$ cat config.mk
export PLATFORM = sky130hd
export DESIGN_NAME = gaps_ctrl
export DESIGN_NICKNAME = d
export VERILOG_FILES = /design/src/hw/rtl/gaps_pkg.sv /design/src/hw/rtl/gaps_ctrl.sv
export SDC_FILE = /design/constraint.sdc
export NUM_CORES = 1
export LEC_CHECK = 0
export BUFFER_PORTS_ARGS = -buffer_cell sky130_fd_sc_hd__buf_2
export CORE_ASPECT_RATIO = 1.1
export CORE_MARGIN = 2
export CORE_UTILIZATION = 50
export CTS_CLUSTER_DIAMETER = 80
export CTS_CLUSTER_SIZE = 40
export DETAILED_ROUTE_END_ITERATION = 12
export PLACE_DENSITY = 0.94
export SETUP_SLACK_MARGIN = 0.5
export SYNTH_ARGS = -nofsm -noshare
export SYNTH_HDL_FRONTEND = slang
export SYNTH_SLANG_ARGS = --single-unit
$ cat constraint.sdc
create_clock -name i_clk -period 2.4 [get_ports i_clk]
set_clock_uncertainty 0.05 [all_clocks]
set_input_delay 0.48 -clock i_clk [delete_from_list [all_inputs] [get_ports i_clk]]
set_output_delay 0.48 -clock i_clk [all_outputs]
set_load 0.01 [all_outputs]
$ cat src/hw/rtl/gaps_pkg.sv
// ============================================================================
// gaps_pkg
// Shared constants, types and a helper function of the grid path search block.
// ============================================================================
package gaps_pkg;

    // Grid geometry: cell index is {y, x}
    localparam int GRID_W     = 16;
    localparam int GRID_H     = 16;
    localparam int COORD_W    = 4;
    localparam int CELL_W     = 8;
    localparam int NCELL      = GRID_W * GRID_H;

    // Costs and keys
    localparam int COST_W     = 10;
    localparam int H_W        = 5;
    localparam int F_W        = 11;
    localparam int KEY_W      = F_W + CELL_W;
    localparam int ENT_W      = KEY_W + COST_W;
    localparam logic [COST_W-1:0] COST_MAX = '1;

    // Trace limit register
    localparam int LIM_W      = 6;
    localparam int MAX_TRACE  = 63;
    localparam logic [LIM_W-1:0] LIM_RESET = LIM_W'(63);

    // Default open list depth
    localparam int HEAP_DEPTH = 1024;

    // Request kinds
    localparam logic REQ_WRITE = 1'b0;
    localparam logic REQ_QUERY = 1'b1;

    // Cell status codes
    localparam logic [1:0] STAT_SMOKE = 2'd1;
    localparam logic [1:0] STAT_FIRE  = 2'd2;

    // Direction a cell was entered from
    localparam logic [1:0] DIR_FROM_WEST  = 2'd0;
    localparam logic [1:0] DIR_FROM_EAST  = 2'd1;
    localparam logic [1:0] DIR_FROM_NORTH = 2'd2;
    localparam logic [1:0] DIR_FROM_SOUTH = 2'd3;

    // Result kinds
    localparam logic [1:0] OUT_SAME  = 2'd0;
    localparam logic [1:0] OUT_FAIL  = 2'd1;
    localparam logic [1:0] OUT_TRACE = 2'd2;
    localparam logic [1:0] OUT_START = 2'd3;

    // Controller to datapath commands
    typedef struct packed {
        logic       cell_wr;
        logic       load_query;
        logic       clr_step;
        logic       push_init;
        logic       push_start;
        logic       heap_wr_ent;
        logic       rd_parent;
        logic       up_step;
        logic       rd_top;
        logic       pop_start;
        logic       rd_last;
        logic       load_last;
        logic       rd_left;
        logic       rd_right;
        logic       dn_step;
        logic       dir_rd;
        logic       dir_next;
        logic       nb_rd;
        logic       relax_upd;
        logic       succ;
        logic       prev_rd;
        logic       tr_step;
        logic       out_load;
        logic [1:0] out_sel;
    } t_cmd;

    // Datapath to controller status
    typedef struct packed {
        logic s_eq_g;
        logic clr_last;
        logic out_free;
        logic heap_full;
        logic up_root;
        logic up_ge;
        logic heap_empty;
        logic heap_one;
        logic top_is_goal;
        logic l_out;
        logic dn_move;
        logic dir_done;
        logic nb_ok;
        logic better;
        logic tr_done;
    } t_sts;

    // Manhattan distance between two cells
    function automatic logic [H_W-1:0] heur(input logic [CELL_W-1:0] a,
                                            input logic [CELL_W-1:0] b);
        logic [COORD_W-1:0] dx;
        logic [COORD_W-1:0] dy;
        dx = (a[COORD_W-1:0] > b[COORD_W-1:0]) ? a[COORD_W-1:0] - b[COORD_W-1:0]
                                                 : b[COORD_W-1:0] - a[COORD_W-1:0];
        dy = (a[CELL_W-1:COORD_W] > b[CELL_W-1:COORD_W])
           ? a[CELL_W-1:COORD_W] - b[CELL_W-1:COORD_W]
           : b[CELL_W-1:COORD_W] - a[CELL_W-1:COORD_W];
        return H_W'(dx) + H_W'(dy);
    endfunction

endpackage

$ cat src/hw/rtl/gaps_ctrl.sv
// ============================================================================
// gaps_ctrl
// Search controller: request intake, heap push and pop sequencing, neighbor
// relaxation and trace output.
// ============================================================================
module gaps_ctrl (
    input  logic           i_clk,
    input  logic           i_rst_n,
    input  logic           i_req_valid,
    input  logic           i_req_kind,
    output logic           o_req_ready,
    output gaps_pkg::t_cmd o_cmd,
    input  gaps_pkg::t_sts i_sts
);
    import gaps_pkg::*;

    localparam logic [4:0] S_IDLE     = 5'd0;
    localparam logic [4:0] S_QSTART   = 5'd1;
    localparam logic [4:0] S_PUSH     = 5'd2;
    localparam logic [4:0] S_UP_CHK   = 5'd3;
    localparam logic [4:0] S_UP_CMP   = 5'd4;
    localparam logic [4:0] S_TOP_RD   = 5'd5;
    localparam logic [4:0] S_TOP_CHK  = 5'd6;
    localparam logic [4:0] S_DN_LAST  = 5'd7;
    localparam logic [4:0] S_DN_L     = 5'd8;
    localparam logic [4:0] S_DN_R     = 5'd9;
    localparam logic [4:0] S_DN_CMP   = 5'd10;
    localparam logic [4:0] S_DIR      = 5'd11;
    localparam logic [4:0] S_DIR_WALL = 5'd12;
    localparam logic [4:0] S_RELAX    = 5'd13;
    localparam logic [4:0] S_TR_CHK   = 5'd14;
    localparam logic [4:0] S_TR_EMIT  = 5'd15;
    localparam logic [4:0] S_TR_END   = 5'd16;
    localparam logic [4:0] S_FAIL     = 5'd17;
    localparam logic [4:0] S_CLEAR    = 5'd18;

    logic [4:0] r_state, n_state;
    logic [4:0] r_ret, n_ret;

    always_ff @(posedge i_clk) begin
        if (!i_rst_n) begin
            r_state <= S_IDLE;
            r_ret   <= S_IDLE;
        end else begin
            r_state <= n_state;
            r_ret   <= n_ret;
        end
    end

    assign o_req_ready = (r_state == S_IDLE);

    always_comb begin
        o_cmd   = '0;
        n_state = r_state;
        n_ret   = r_ret;
        case (r_state)
            // Take a request: writes finish here, queries start a search
            S_IDLE: begin
                if (i_req_valid) begin
                    if (i_req_kind == REQ_QUERY) begin
                        o_cmd.load_query = 1'b1;
                        n_state          = S_QSTART;
                    end else begin
                        o_cmd.cell_wr = 1'b1;
                    end
                end
            end
            S_QSTART: begin
                if (i_sts.s_eq_g) begin
                    if (i_sts.out_free) begin
                        o_cmd.out_load = 1'b1;
                        o_cmd.out_sel  = OUT_SAME;
                        n_state        = S_IDLE;
                    end
                end else begin
                    n_state = S_CLEAR;
                end
            end
            // Clear the per-cell marks, then push the start cell
            S_CLEAR: begin
                o_cmd.clr_step = 1'b1;
                if (i_sts.clr_last) begin
                    o_cmd.push_init = 1'b1;
                    n_ret           = S_TOP_RD;
                    n_state         = S_PUSH;
                end
            end
            // Push: drop when full, else sift the hole up
            S_PUSH: begin
                if (i_sts.heap_full) begin
                    n_state = r_ret;
                end else begin
                    o_cmd.push_start = 1'b1;
                    n_state          = S_UP_CHK;
                end
            end
            S_UP_CHK: begin
                if (i_sts.up_root) begin
                    o_cmd.heap_wr_ent = 1'b1;
                    n_state           = r_ret;
                end else begin
                    o_cmd.rd_parent = 1'b1;
                    n_state         = S_UP_CMP;
                end
            end
            S_UP_CMP: begin
                if (i_sts.up_ge) begin
                    o_cmd.heap_wr_ent = 1'b1;
                    n_state           = r_ret;
                end else begin
                    o_cmd.up_step = 1'b1;
                    n_state       = S_UP_CHK;
                end
            end
            // Look at the top: fail on an empty heap, stop on goal, else pop it
            S_TOP_RD: begin
                o_cmd.rd_top = 1'b1;
                n_state      = S_TOP_CHK;
            end
            S_TOP_CHK: begin
                if (i_sts.heap_empty) begin
                    n_state = S_FAIL;
                end else if (i_sts.top_is_goal) begin
                    o_cmd.succ = 1'b1;
                    n_state    = S_TR_CHK;
                end else begin
                    o_cmd.pop_start = 1'b1;
                    if (i_sts.heap_one) begin
                        n_state = S_DIR;
                    end else begin
                        o_cmd.rd_last = 1'b1;
                        n_state       = S_DN_LAST;
                    end
                end
            end
            // Sift the last entry down from the root
            S_DN_LAST: begin
                o_cmd.load_last = 1'b1;
                n_state         = S_DN_L;
            end
            S_DN_L: begin
                if (i_sts.l_out) begin
                    o_cmd.heap_wr_ent = 1'b1;
                    n_state           = S_DIR;
                end else begin
                    o_cmd.rd_left = 1'b1;
                    n_state       = S_DN_R;
                end
            end
            S_DN_R: begin
                o_cmd.rd_right = 1'b1;
                n_state        = S_DN_CMP;
            end
            S_DN_CMP: begin
                if (i_sts.dn_move) begin
                    o_cmd.dn_step = 1'b1;
                    n_state       = S_DN_L;
                end else begin
                    o_cmd.heap_wr_ent = 1'b1;
                    n_state           = S_DIR;
                end
            end
            // Walk the four neighbors
            S_DIR: begin
                if (i_sts.dir_done) begin
                    n_state = S_TOP_RD;
                end else begin
                    o_cmd.dir_rd = 1'b1;
                    n_state      = S_DIR_WALL;
                end
            end
            S_DIR_WALL: begin
                if (i_sts.nb_ok) begin
                    o_cmd.nb_rd = 1'b1;
                    n_state     = S_RELAX;
                end else begin
                    o_cmd.dir_next = 1'b1;
                    n_state        = S_DIR;
                end
            end
            S_RELAX: begin
                o_cmd.dir_next = 1'b1;
                if (i_sts.better) begin
                    o_cmd.relax_upd = 1'b1;
                    n_ret           = S_DIR;
                    n_state         = S_PUSH;
                end else begin
                    n_state = S_DIR;
                end
            end
            // Emit the trace from goal back toward start
            S_TR_CHK: begin
                if (i_sts.tr_done) begin
                    n_state = S_TR_END;
                end else begin
                    o_cmd.prev_rd = 1'b1;
                    n_state       = S_TR_EMIT;
                end
            end
            S_TR_EMIT: begin
                if (i_sts.out_free) begin
                    o_cmd.out_load = 1'b1;
                    o_cmd.out_sel  = OUT_TRACE;
                    o_cmd.tr_step  = 1'b1;
                    n_state        = S_TR_CHK;
                end
            end
            S_TR_END: begin
                if (i_sts.out_free) begin
                    o_cmd.out_load = 1'b1;
                    o_cmd.out_sel  = OUT_START;
                    n_state        = S_IDLE;
                end
            end
            S_FAIL: begin
                if (i_sts.out_free) begin
                    o_cmd.out_load = 1'b1;
                    o_cmd.out_sel  = OUT_FAIL;
                    n_state        = S_IDLE;
                end
            end
            default: begin
                n_state = S_IDLE;
            end
        endcase
    end

endmodule

# Word level (Yosys, flattened, before mapping)
# Index checks and enable logic that the tools add are counted.
# totals
ff_bits,10
latch_bits,0
mem_bits_rw,0
rom_bits,0
input_bits,19
output_inout_bits,26
elab_cells,100
memories,0
# classes
addsub,0
mul,0
div_mod_pow,0
magnitude_cmp,0
n_eq_ne,23
shift,0
mux,70
bitwise_logic,0
reduce_logical,5
# op_table
cell,count
$pmux W5 S18,1
$mux W5,14
$eq A5 B4 Y1 const B,8
$mux W1,34
$eq A5 B3 Y1 const B,4
$mux W2,8
$mux W4,4
$eq A5 B5 Y1 const B,3
$mux W3,5
$pmux W3 S4,1
$eq A5 B2 Y1 const B,2
$ne A2 B2 Y1 const B,5
$pmux W5 S2,1
$eq A5 B1 Y1 const B,1
$logic_not A5 Y1,1
$pmux W1 S4,1
$reduce_and A4 Y1,1
$reduce_and A3 Y1,1
$pmux W1 S2,1
$reduce_bool A2 Y1,1
$reduce_or A2 Y1,1

# Longest topological paths before layout
# logic_depth
ltp_word,4
ltp_mapped,8
depth_no_buf,6

# Least setup slack after synthesis
# Ideal clock, no wire load.
# synth_timing
path_type,register to output
startpoint,reg r_state[2]
endpoint,out o_cmd[14] (netlist name)
arrival_ns,1.483
required_time_ns,1.870
slack_ns,0.387
stages_incl_launch_ff,5
n_path_buf,0
path_cell_list,dfxtp_1 -> inv_2 -> or3_4 -> or3_4 -> nor3_1
# synth_lines
item,line_no,rtl
"start, declared",gaps_ctrl.sv:37,"logic [4:0] r_state, n_state;"
"start signal, assigned",gaps_ctrl.sv:45,r_state <= n_state;
"end, declared",gaps_ctrl.sv:12,"output gaps_pkg::t_cmd o_cmd,"

==> flow_metrics.tcl <==
set metrics [dict create \
    ant_nets 0 \
    antenna_found_initial 0 \
    rows 16 \
    dp_hpwl_mm 2.73 \
    synth_warnings 0 \
    synth.most_common_cell "nor2_1" \
    clock_latency_ns 0.26 \
    max_stage_delay_ns 0.43 \
    synth-seq-cells 8 \
    critPathKind "reg -> out" \
    synth_area_leader_cell "dfxtp_1" \
    fin_setup_tns_ns 0 \
    synth_edf_count 0 \
    nNetsFinal 240 \
    drt-pass1-iter-count 5 \
    ios 45 \
    status "completed" \
    p_leak_nw 0.738 \
    first_iter_violations 226 \
    syn_to_final_growth_pct 69.0 \
    cts_tree "built" \
    yosys-top-cells-area "dfxtp_1 (16%), nor2_1 (9.6%), nor3_1 (8.2%), o21ai_0 (5.6%), nand2_1 (5.0%)" \
    rsz0062_at_grt "yes" \
    tightest_slew_ns 0.517 \
    reg2reg_slack_ns 0.48 \
    die_w_um 46.2 \
    instances_no_fill 246 \
    port_buffers 44 \
    timing.final.crit_share_pct 97.3 \
    setup-violations-final 0 \
    drive_gt1_share_pct 50.2 \
    grt_pass1_wl_mm 6.85 \
    cp_max_fo 15 \
    start_kind "flop" \
    slowest_stage "or3_4" \
    path_clk_slew_ns 0.06 \
    ys.flop_type "dfxtp_1" \
    dieArea_um2 2330 \
    globalRouteTotalUtil_pct 40.0 \
    avgSynthCellArea_um2 6.29 \
    hold_viol 0 \
    grt_pass1_vias 1477 \
    ys_async_sr_fraction_pct 0 \
    ir_worst_vdd_uv 316 \
    required_ns 1.87 \
    slew_headroom_pct 65.5 \
    crit_chain "buf_6 -> or3_4 -> nor3_4 -> and3_1 -> buf_2" \
    grt_max_degree 16 \
    clock_sinks 8 \
    wl_per_cell_um 22.3 \
    yosys-top-cells-count "nor2_1 (25), nor3_1 (16), nand2_1 (13), o21ai_0 (11)" \
    hp-class "in -> reg" \
    coreArea_um2 1820 \
    gr-total-overflow 0 \
    yosysSeqAreaShare_pct 16.3 \
    timing.fmax_ghz 0.428 \
    via_per_inst 7.13 \
    maxCapViolCount 0 \
    antenna_cells 0 \
    synth_cell_type_count 45 \
    root_buffer "clkbuf_4" \
    critPathArrivalTime_ns 1.81 \
    end_kind "output pin" \
    drv_slew 0 \
    synthCells 156 \
    h-tree-depth 1 \
    synth_nets 175 \
    drc 0 \
    syn_area_um2 981 \
    cts_made_buffers 3 \
    routed_wl_mm 5.49 \
    start_util_pct 53.8 \
    cts_buffer_depth 2 \
    fin_crit_ns 2.34 \
    synth_top_area_share_pct 16.3 \
    dp_cells 223 \
    num_vias 1753 \
    routabilityCongestion 0.966 \
    power.density_nw_per_um2 321 \
    die_h_um 50.5 \
]
==> per-layer routing <==
| layer | vias up | track usage, % | wire length [µm] |
|---|---|---|---|
| li1 | 694 | - | - |
| met1 | 773 | 48.9 | 1890 |
| met2 | 209 | 65.3 | 2390 |
| met3 | 77 | 9.35 | 689 |
| met4 | 0 | 16.2 | 517 |
| met5 | - | 0 | 0 |
==> layout make-up <==
class / count / area [µm²]
Timing Repair Buffer: 70 / 477
Sequential cell: 8 / 176
Tap cell: 27 / 33.8
Fill cell: 81 / 164
Clock buffer: 3 / 22.5
Multi-Input combinational cell: 131 / 922
Inverter: 7 / 26.3
==> worst paths after layout <==
path	from	end	cells past startpoint
setup / recovery	r_state[2]$_SDFFE_PN0P_	o_cmd[23]	5
hold / removal	i_rst_n	r_state[4]$_SDFFE_PN0P_	2
setup reg to reg	r_state[4]$_SDFFE_PN0P_	r_state[0]$_SDFFE_PN0P_	6
hold reg to reg	r_ret[2]$_SDFFE_PN0P_	r_ret[2]$_SDFFE_PN0P_	2
==> layout by cell type, fill, tap and decap left out, types with 3 or more instances in the layout <==
master / instances
a21oi_1: 6
a31oi_1: 4
buf_2: 42
buf_4: 21
buf_6: 5
clkbuf_4: 3
dfxtp_1: 3
dfxtp_4: 4
inv_1: 6
nand2_1: 13
nand3_1: 3
nor2_1: 18
nor2_2: 3
nor2_4: 4
nor2b_1: 5
nor3_1: 10
nor3_4: 4
o21ai_0: 10
or3_4: 3
==> what timing repair did <==
item | 4_1_cts | 5_1_grt
buffers inserted | 16 | 3
hold buffers | 0 | 0
gates resized for setup | 35 | 20
pin swaps | 7 | 6
cloned | 1 | 0
setup endpoints to repair | 27 | 28
==> per-stage QoR <==
| step | utilization [%] | setup slack (ns) | area (µm²) | hold WS, ns | power [mW] |
|---|---|---|---|---|---|
| finish | 91.0 | 0.0644 | 1660 | 0.434 | 0.532 |
| global route | 91.0 | 0.0530 | 1660 | 0.423 | 0.549 |
| CTS | 84.4 | 0.196 | 1540 | 0.430 | 0.463 |
| floorplan | - | 0.476 | 991 | 0.419 | 0.247 |
| global placement | 67.9 | 0.395 | 1240 | 0.447 | 0.304 |
| detailed placement | 67.9 | 0.361 | 1240 | 0.463 | 0.309 |
==> logic make-up (layout without fill, tap and decap cells) <==
logic type      after synthesis  after routing  share of synthesized area [%]
compound gates               40             40                           26.0
buf+inv                      17             80                           8.04
flops                         8              8                           16.3
xor+xnor                      1              1                          0.893
simple gates                 88             88                           46.6
mux                           2              2                           2.17
==> worst max-delay path, delay by kind of cell, from the launching register on <==
family	cells	cell delay [ns]
buffers and inverters	2	0.28
DFF	1	0.33
and+or+nand+nor	3	0.93
==> power by group <==
group / leakage (nW) / total, mW / internal (mW) / switching [mW]
combinational: 0.656 / 0.268 / 0.115 / 0.152
clock: 0.0138 / 0.109 / 0.0576 / 0.0513
sequential: 0.0683 / 0.155 / 0.137 / 0.0179
total: 0.738 / 0.532 / 0.310 / 0.222
==> state kept, by name (all words and copies together), names as in the netlist <==
name and count:
r_state 5, r_ret 3
(Power assumes the default switching activity.)
